[src/design/hjb_pkg.sv]
// Shared types and constants for the hash join build and probe engine.
package hjb_pkg;

    localparam int TABLE_ENTRIES   = 64;
    localparam int MAX_BUCKET_BITS = 10;
    localparam int NUM_BUCKETS     = 1 << MAX_BUCKET_BITS;
    localparam int IDX_W           = (TABLE_ENTRIES > 1) ? $clog2(TABLE_ENTRIES) : 1;
    localparam int CNT_W           = $clog2(TABLE_ENTRIES + 1);
    localparam int BKT_W           = MAX_BUCKET_BITS;
    localparam int CFG_IDX_W       = 2;
    localparam int CFG_DATA_W      = 5;

    typedef logic [1:0] t_op;
    localparam t_op OP_CLEAR  = 2'd0;
    localparam t_op OP_BUILD  = 2'd1;
    localparam t_op OP_PROBE  = 2'd2;
    localparam t_op OP_IGNORE = 2'd3;

    typedef logic [1:0] t_status;
    localparam t_status ST_DONE    = 2'd0;
    localparam t_status ST_NOMATCH = 2'd1;
    localparam t_status ST_FULL    = 2'd2;

    typedef logic [CFG_IDX_W-1:0] t_cfg_idx;
    localparam t_cfg_idx CFG_SKIP_BITS   = 2'd0;
    localparam t_cfg_idx CFG_BUCKET_BITS = 2'd1;
    localparam t_cfg_idx CFG_HASH_SIDE   = 2'd2;

    typedef struct packed {
        t_op                operation;
        logic signed [31:0] join_value;
        logic signed [31:0] row_key;
    } t_in_item;

    typedef struct packed {
        t_status            status;
        logic signed [31:0] first_key;
        logic signed [31:0] second_key;
        logic               last;
    } t_out_item;

    typedef struct packed {
        logic [31:0]      value;
        logic [31:0]      key;
        logic [IDX_W-1:0] next;
        logic             next_valid;
        logic [BKT_W-1:0] bucket;
    } t_entry;

    typedef struct packed {
        logic    load_item;
        logic    head_rd;
        logic    ent_rd_head;
        logic    ent_rd_next;
        logic    build_wr;
        logic    clr;
        logic    pend_load;
        logic    out_load;
        logic    out_pair;
        logic    out_last;
        t_status out_status;
    } t_cmd;

    typedef struct packed {
        t_op  op;
        logic full;
        logic cur_ok;
        logic match;
        logic out_free;
        logic init_busy;
    } t_stat;

endpackage

[src/design/hjb_ctrl.sv]
// Sequencing state machine for clear, build and chain-walking probe.
module hjb_ctrl (
    input  logic          i_clk,
    input  logic          i_rst_n,
    input  logic          i_in_valid,
    input  hjb_pkg::t_op  i_in_op,
    output logic          o_in_ready,
    input  hjb_pkg::t_stat i_stat,
    output hjb_pkg::t_cmd o_cmd
);
    import hjb_pkg::*;

    typedef enum logic [1:0] {S_IDLE, S_HEAD, S_ENTRY, S_EVAL} t_state;

    t_state r_state, n_state;
    logic   r_pend, n_pend;

    assign o_in_ready = (r_state == S_IDLE) && !i_stat.init_busy;

    always_comb begin
        o_cmd   = '0;
        n_state = r_state;
        n_pend  = r_pend;
        unique case (r_state)
            S_IDLE: begin
                if (i_in_valid && !i_stat.init_busy) begin
                    o_cmd.load_item = 1'b1;
                    n_pend          = 1'b0;
                    if (i_in_op != OP_IGNORE) n_state = S_HEAD;
                end
            end
            S_HEAD: begin
                if (i_stat.op == OP_CLEAR || (i_stat.op == OP_BUILD && i_stat.full)) begin
                    if (i_stat.out_free) begin
                        o_cmd.clr        = (i_stat.op == OP_CLEAR);
                        o_cmd.out_load   = 1'b1;
                        o_cmd.out_last   = 1'b1;
                        o_cmd.out_status = (i_stat.op == OP_CLEAR) ? ST_DONE : ST_FULL;
                        n_state          = S_IDLE;
                    end
                end else begin
                    o_cmd.head_rd = 1'b1;
                    n_state       = S_ENTRY;
                end
            end
            S_ENTRY: begin
                o_cmd.ent_rd_head = 1'b1;
                n_state           = S_EVAL;
            end
            S_EVAL: begin
                priority if (i_stat.op == OP_BUILD) begin
                    if (i_stat.out_free) begin
                        o_cmd.build_wr   = 1'b1;
                        o_cmd.out_load   = 1'b1;
                        o_cmd.out_last   = 1'b1;
                        o_cmd.out_status = ST_DONE;
                        n_state          = S_IDLE;
                    end
                end else if (!i_stat.cur_ok) begin
                    // end of chain: flush held match or report no match
                    if (i_stat.out_free) begin
                        o_cmd.out_load   = 1'b1;
                        o_cmd.out_last   = 1'b1;
                        o_cmd.out_pair   = r_pend;
                        o_cmd.out_status = r_pend ? ST_DONE : ST_NOMATCH;
                        n_state          = S_IDLE;
                    end
                end else if (i_stat.match && r_pend) begin
                    if (i_stat.out_free) begin
                        o_cmd.out_load    = 1'b1;
                        o_cmd.out_pair    = 1'b1;
                        o_cmd.out_status  = ST_DONE;
                        o_cmd.pend_load   = 1'b1;
                        o_cmd.ent_rd_next = 1'b1;
                    end
                end else begin
                    o_cmd.ent_rd_next = 1'b1;
                    if (i_stat.match) begin
                        o_cmd.pend_load = 1'b1;
                        n_pend          = 1'b1;
                    end
                end
            end
            default: n_state = S_IDLE;
        endcase
    end

    always_ff @(posedge i_clk) begin
        if (!i_rst_n) begin
            r_state <= S_IDLE;
            r_pend  <= 1'b0;
        end else begin
            r_state <= n_state;
            r_pend  <= n_pend;
        end
    end

endmodule

[config.mk]
export PLATFORM = sky130hd
export DESIGN_NAME = hjb_ctrl
export DESIGN_NICKNAME = d
export VERILOG_FILES = /design/src/design/hjb_pkg.sv /design/src/design/hjb_ctrl.sv
export SDC_FILE = /design/constraint.sdc
export NUM_CORES = 1
export LEC_CHECK = 0
export BUFFER_PORTS_ARGS = -buffer_cell sky130_fd_sc_hd__clkbuf_2
export CAP_MARGIN = 25
export CELL_PAD_IN_SITES_DETAIL_PLACEMENT = 1
export CELL_PAD_IN_SITES_GLOBAL_PLACEMENT = 2
export CORE_MARGIN = 2
export CORE_UTILIZATION = 16
export CTS_BUF_LIST = sky130_fd_sc_hd__clkbuf_16
export CTS_CLUSTER_DIAMETER = 200
export DETAILED_ROUTE_END_ITERATION = 6
export GPL_TIMING_DRIVEN = 0
export PLACE_DENSITY = 0.82
export SYNTH_ARGS = -nofsm -noshare
export SYNTH_HDL_FRONTEND = slang
export SYNTH_SLANG_ARGS = --single-unit
[constraint.sdc]
create_clock -name i_clk -period 1.3 [get_ports i_clk]
set_input_delay 0.195 -clock i_clk [delete_from_list [all_inputs] [get_ports i_clk]]
set_output_delay 0.195 -clock i_clk [all_outputs]
set_load 0.02 [all_outputs]
Word-level counts from Yosys, hierarchy flattened
Index checks and enable logic that the tools add are counted.

Output and inout port bits: 13. Flip-flop bits (word level): 3. Logic and storage cells: 75. Bits of input ports: 12.

Reduce and logical (&&, ||, !) cells: 11. Muxes and demuxes: 50. Eq/ne operators: 12.

Operators with widths (number): 1-bit two-way mux (29); 2-bit two-way mux (11); 3-bit two-way mux (5); 2-bit inequality test, second input constant (5); 2-bit case mux with 4 select lines (1); 3-bit case mux with 2 select lines (1); 6-bit AND reduction (1); 5-bit two-way mux (1); 2-bit by 1-bit == test with 1-bit output, second input constant (2); 2-bit == test, second input constant (2); 1-bit logical AND (4); 2-bit logical NOT (2); 2-bit by 1-bit inequality test with 1-bit output, second input constant (2); 1-bit case mux with 2 select lines (2); 3-bit inequality test, second input constant (1); 3-bit AND reduction (1); 2-bit nonzero test (1); 1-bit logical NOT (1); 1-bit logical OR (1).

Depth between registers and ports, before layout
Depth after elaboration: 5. Depth in mapped cells: 4. Depth with buffers taken out: 4.

Worst setup path before layout
Ideal clock, no wire load.

Path kind: register -> output. From: register r_state[0]. To: output o_cmd[1] (netlist bit). Stages on the path, launching flop included: 4. Setup slack: -0.163 ns. Arrival time: 1.268 ns. Data required time: 1.105 ns. Cell sequence: dfxtp_1 -> buf_2 -> nand2_1 -> nor4_1.

RTL lines: from (decl) (line hjb_ctrl.sv:15) `t_state r_state, n_state;`; from (signal assigned) (line hjb_ctrl.sv:93) `r_state <= n_state;`; to (decl) (line hjb_ctrl.sv:9) `output hjb_pkg::t_cmd o_cmd`.

==> impl_metrics.env <==
export IMPL_grt_pass1_vias=443
export IMPL_clkSinkCount=3
export IMPL_required_ns=1.11
export IMPL_drt_wirelength_per_cell_um=12.0
export IMPL_nets=89
export IMPL_drv_slew=0
export IMPL_row_count=15
export IMPL_cp_slowest_cell="dfxtp_2"
export IMPL_drive_gt1_frac=0.632
export IMPL_core_um2=1730
export IMPL_whs_path_depth=2
export IMPL_fin_setup_tns_ns=-0.411
export IMPL_fin_ws_ns=-0.0843
export IMPL_hold_viol=0
export IMPL_outcome="finished with violations"
export IMPL_remaining_drc_errors=0
export IMPL_hold_class="in2reg"
export IMPL_grt_pass1_wl_mm=1.95
export IMPL_wirelength_mm=1.21
export IMPL_postSynthCellCount=42
export IMPL_fmax_ghz=0.722
export IMPL_syn_nets=54
export IMPL_startpoint_type="flip-flop"
export IMPL_dp_cells=91
export IMPL_gp_congestion=0.706
export IMPL_synth_xor_area_frac=0
export IMPL_finalCriticalPeriod_ns=1.38
export IMPL_yosys_area_share_simple=0.439
export IMPL_slowest_delay_ns=0.31
export IMPL_grt_overflow_total=0
export IMPL_gr_usage_all_layers=0.123
export IMPL_dpl_hpwl_um=812
export IMPL_hold_slack_ns=0.214
export IMPL_crit_chain="buf_6 -> nand2_8 -> o21bai_4 -> a21oi_2 -> clkbuf_8"
export IMPL_cts_tree="yes"
export IMPL_maxCapViolations=0
export IMPL_die_h_um=47.1
export IMPL_start_util=0.172
export IMPL_syn_avg_cell_area_um2=7.06
export IMPL_synth_edf_count=0
export IMPL_yosysWarnings=0
export IMPL_cts_hold_repair_buffers=0
export IMPL_synth_compound_area_share=0.274
export IMPL_power_leakage_uw=0.000315
export IMPL_antenna_cells=0
export IMPL_synthArstFlopShare=0
export IMPL_reg2reg_slack_ns=0.10
export IMPL_rsz0062_at_grt="yes"
export IMPL_drt_iter0_drc=2
export IMPL_setup_violations=8
export IMPL_synth_top_family_by_area="simple AND/OR/NAND/NOR gates"
export IMPL_dr_pass1_iters=4
export IMPL_synthMuxAreaShare=0
export IMPL_path_max_fanout=8
export IMPL_cts_reportedPaths_clkPinSlew_ns=0.03
export IMPL_n_fill_cell=219
export IMPL_postLayoutCoreUtil=0.391
export IMPL_grt_max_degree=9
export IMPL_criticalPathCategory="reg2out"
export IMPL_fin_worst_skew_ns=0.00197
export IMPL_whs_endpoint="r_state[1]"
export IMPL_antenna_found_initial=0
export IMPL_ant_nets=0
export IMPL_worst_slew_pin_slew_ns=0.361
export IMPL_synth_cell_types=21
export IMPL_die_width_um=47.1
export IMPL_clockBufferDepth=2
export IMPL_synth_adder_area_share=0
export IMPL_numCtsBuffers=3
export IMPL_yosysSeqAreaShare=0.203
export IMPL_io_buffers=24
export IMPL_synth_flop_cell="dfxtp_1"
export IMPL_reg2reg_depth=6
export IMPL_h_tree_depth=1
export IMPL_violations="setup timing"
export IMPL_clkLatencyLatePin_ns=0.22
export IMPL_worst_ir_drop_vdd_mv=0.992
export IMPL_worstPathArrival_ns=1.19
export IMPL_r2r_start="r_state[0]"
export IMPL_area_growth_pct=127
export IMPL_p_total_uw=862
export IMPL_avgViaCountPerCell=4.29
export IMPL_netlist_area_um2=297
export IMPL_finalCritPeriodShare=1.06
export IMPL_power_density_nw_per_um2=1280
export IMPL_synth_seq_cells=3
export IMPL_holdCritStartpoint="i_rst_n"
export IMPL_worstReg2RegEnd="r_state[1]"
export IMPL_end_kind="output pin"
export IMPL_vias=433
export IMPL_ioPinCount=25
export IMPL_cts_root_buf="clkbuf_16"
export IMPL_relSlewSlack=0.759
export IMPL_dieArea_um2=2210
export IMPL_final_cells=101
cells in the final DEF, fill, tap and decap left out, types with 2 or more instances in the layout:
cell type  Yosys  routed
clkbuf_16      0       3
a21oi_2        0       2
dfxtp_2        0       2
nor4_2         0       2
a21oi_1        5       3
inv_1          4       5
buf_6          0       2
o31ai_1        2       2
nor3b_2        2       2
nor3_1         5       4
clkbuf_2       0      14
clkbuf_8       0       2
nor2_1         2       2
nand2_1        3       2
buf_4          0      13
per-stage QoR:
stage / area (um2) / worst slack, ns
2_1_floorplan: 309 / -0.0228
3_3_place_gp: 460 / -0.127
3_5_place_dp: 460 / -0.117
4_1_cts: 664 / -0.0855
5_1_grt: 674 / -0.134
6_report: 674 / -0.0843
registers in the layout, indices dropped and copies added, names as in the netlist:
signal / flops
r_state: 2
r_pend: 1
worst max-delay path by stage:
stage | from | endpoint | slack, ns | cells after the start
final | r_state[0] | o_cmd[4] | -0.08 | 5
after global routing | r_state[0] | o_cmd[2] | -0.13 | 5
after CTS | r_state[0] | o_cmd[4] | -0.09 | 5
after detailed placement | r_state[0] | o_cmd[2] | -0.12 | 5
after global placement | r_state[0] | o_cmd[2] | -0.13 | 5
after floorplan | r_state[0] | o_cmd[2] | -0.02 | 4
report_power, final:
group | internal [uW] | total [uW] | switching [uW]
clock | 396 | 474 | 78.0
sequential | 106 | 114 | 7.60
combinational | 129 | 275 | 146
total | 631 | 862 | 232
repair_timing:
item / in CTS / in global routing
gates resized for setup: 24 / 9
gates cloned: 1 / 0
buffers inserted: 4 / 1
pin swaps: 2 / 1
endpoints found under the setup margin: 12 / 12
routing by layer:
metal / vias up / GRT usage / wire length (um)
li1: 219 / - / -
met3: 0 / 0.0269 / 78
met2: 14 / 0.214 / 625
met1: 200 / 0.160 / 510
met4: 0 / 0.0167 / 0
met5: - / 0 / 0
worst max-delay path: cells and delay by family (launching register included):
family	cells	cell delay, ns
buf+inv	2	0.29
compound gates	2	0.30
flops	1	0.31
simple gates	1	0.06
synthesized netlist by cell type (2+ instances only):
library cell | count | area share
a21oi_1 | 5 | 0.084
buf_2 | 2 | 0.034
dfxtp_1 | 3 | 0.20
inv_1 | 4 | 0.051
nand2_1 | 3 | 0.038
nor2_1 | 2 | 0.025
nor3_1 | 5 | 0.084
nor3b_2 | 2 | 0.084
nor4_1 | 2 | 0.042
o21bai_1 | 2 | 0.051
o31ai_1 | 2 | 0.051
cell type report:
type	instances	area, um2	area share
plain buffers	2	22.5	0.0334
clock buffers	3	75.1	0.111
clock inverters	1	3.75	0.00557
inverters	4	15.0	0.0223
multi-input cells	33	264	0.391
flip-flops and latches	3	62.6	0.0928
well taps	25	31.3	0.0464
repair buffers	30	200	0.297
cells by family (layout without fill, tap and decap cells):
group,Yosys count,after routing
flops,3,3
simple gates,20,20
compound gates,13,13
buf+inv,6,40
Note: power is estimated with default switching activity, not from simulation.
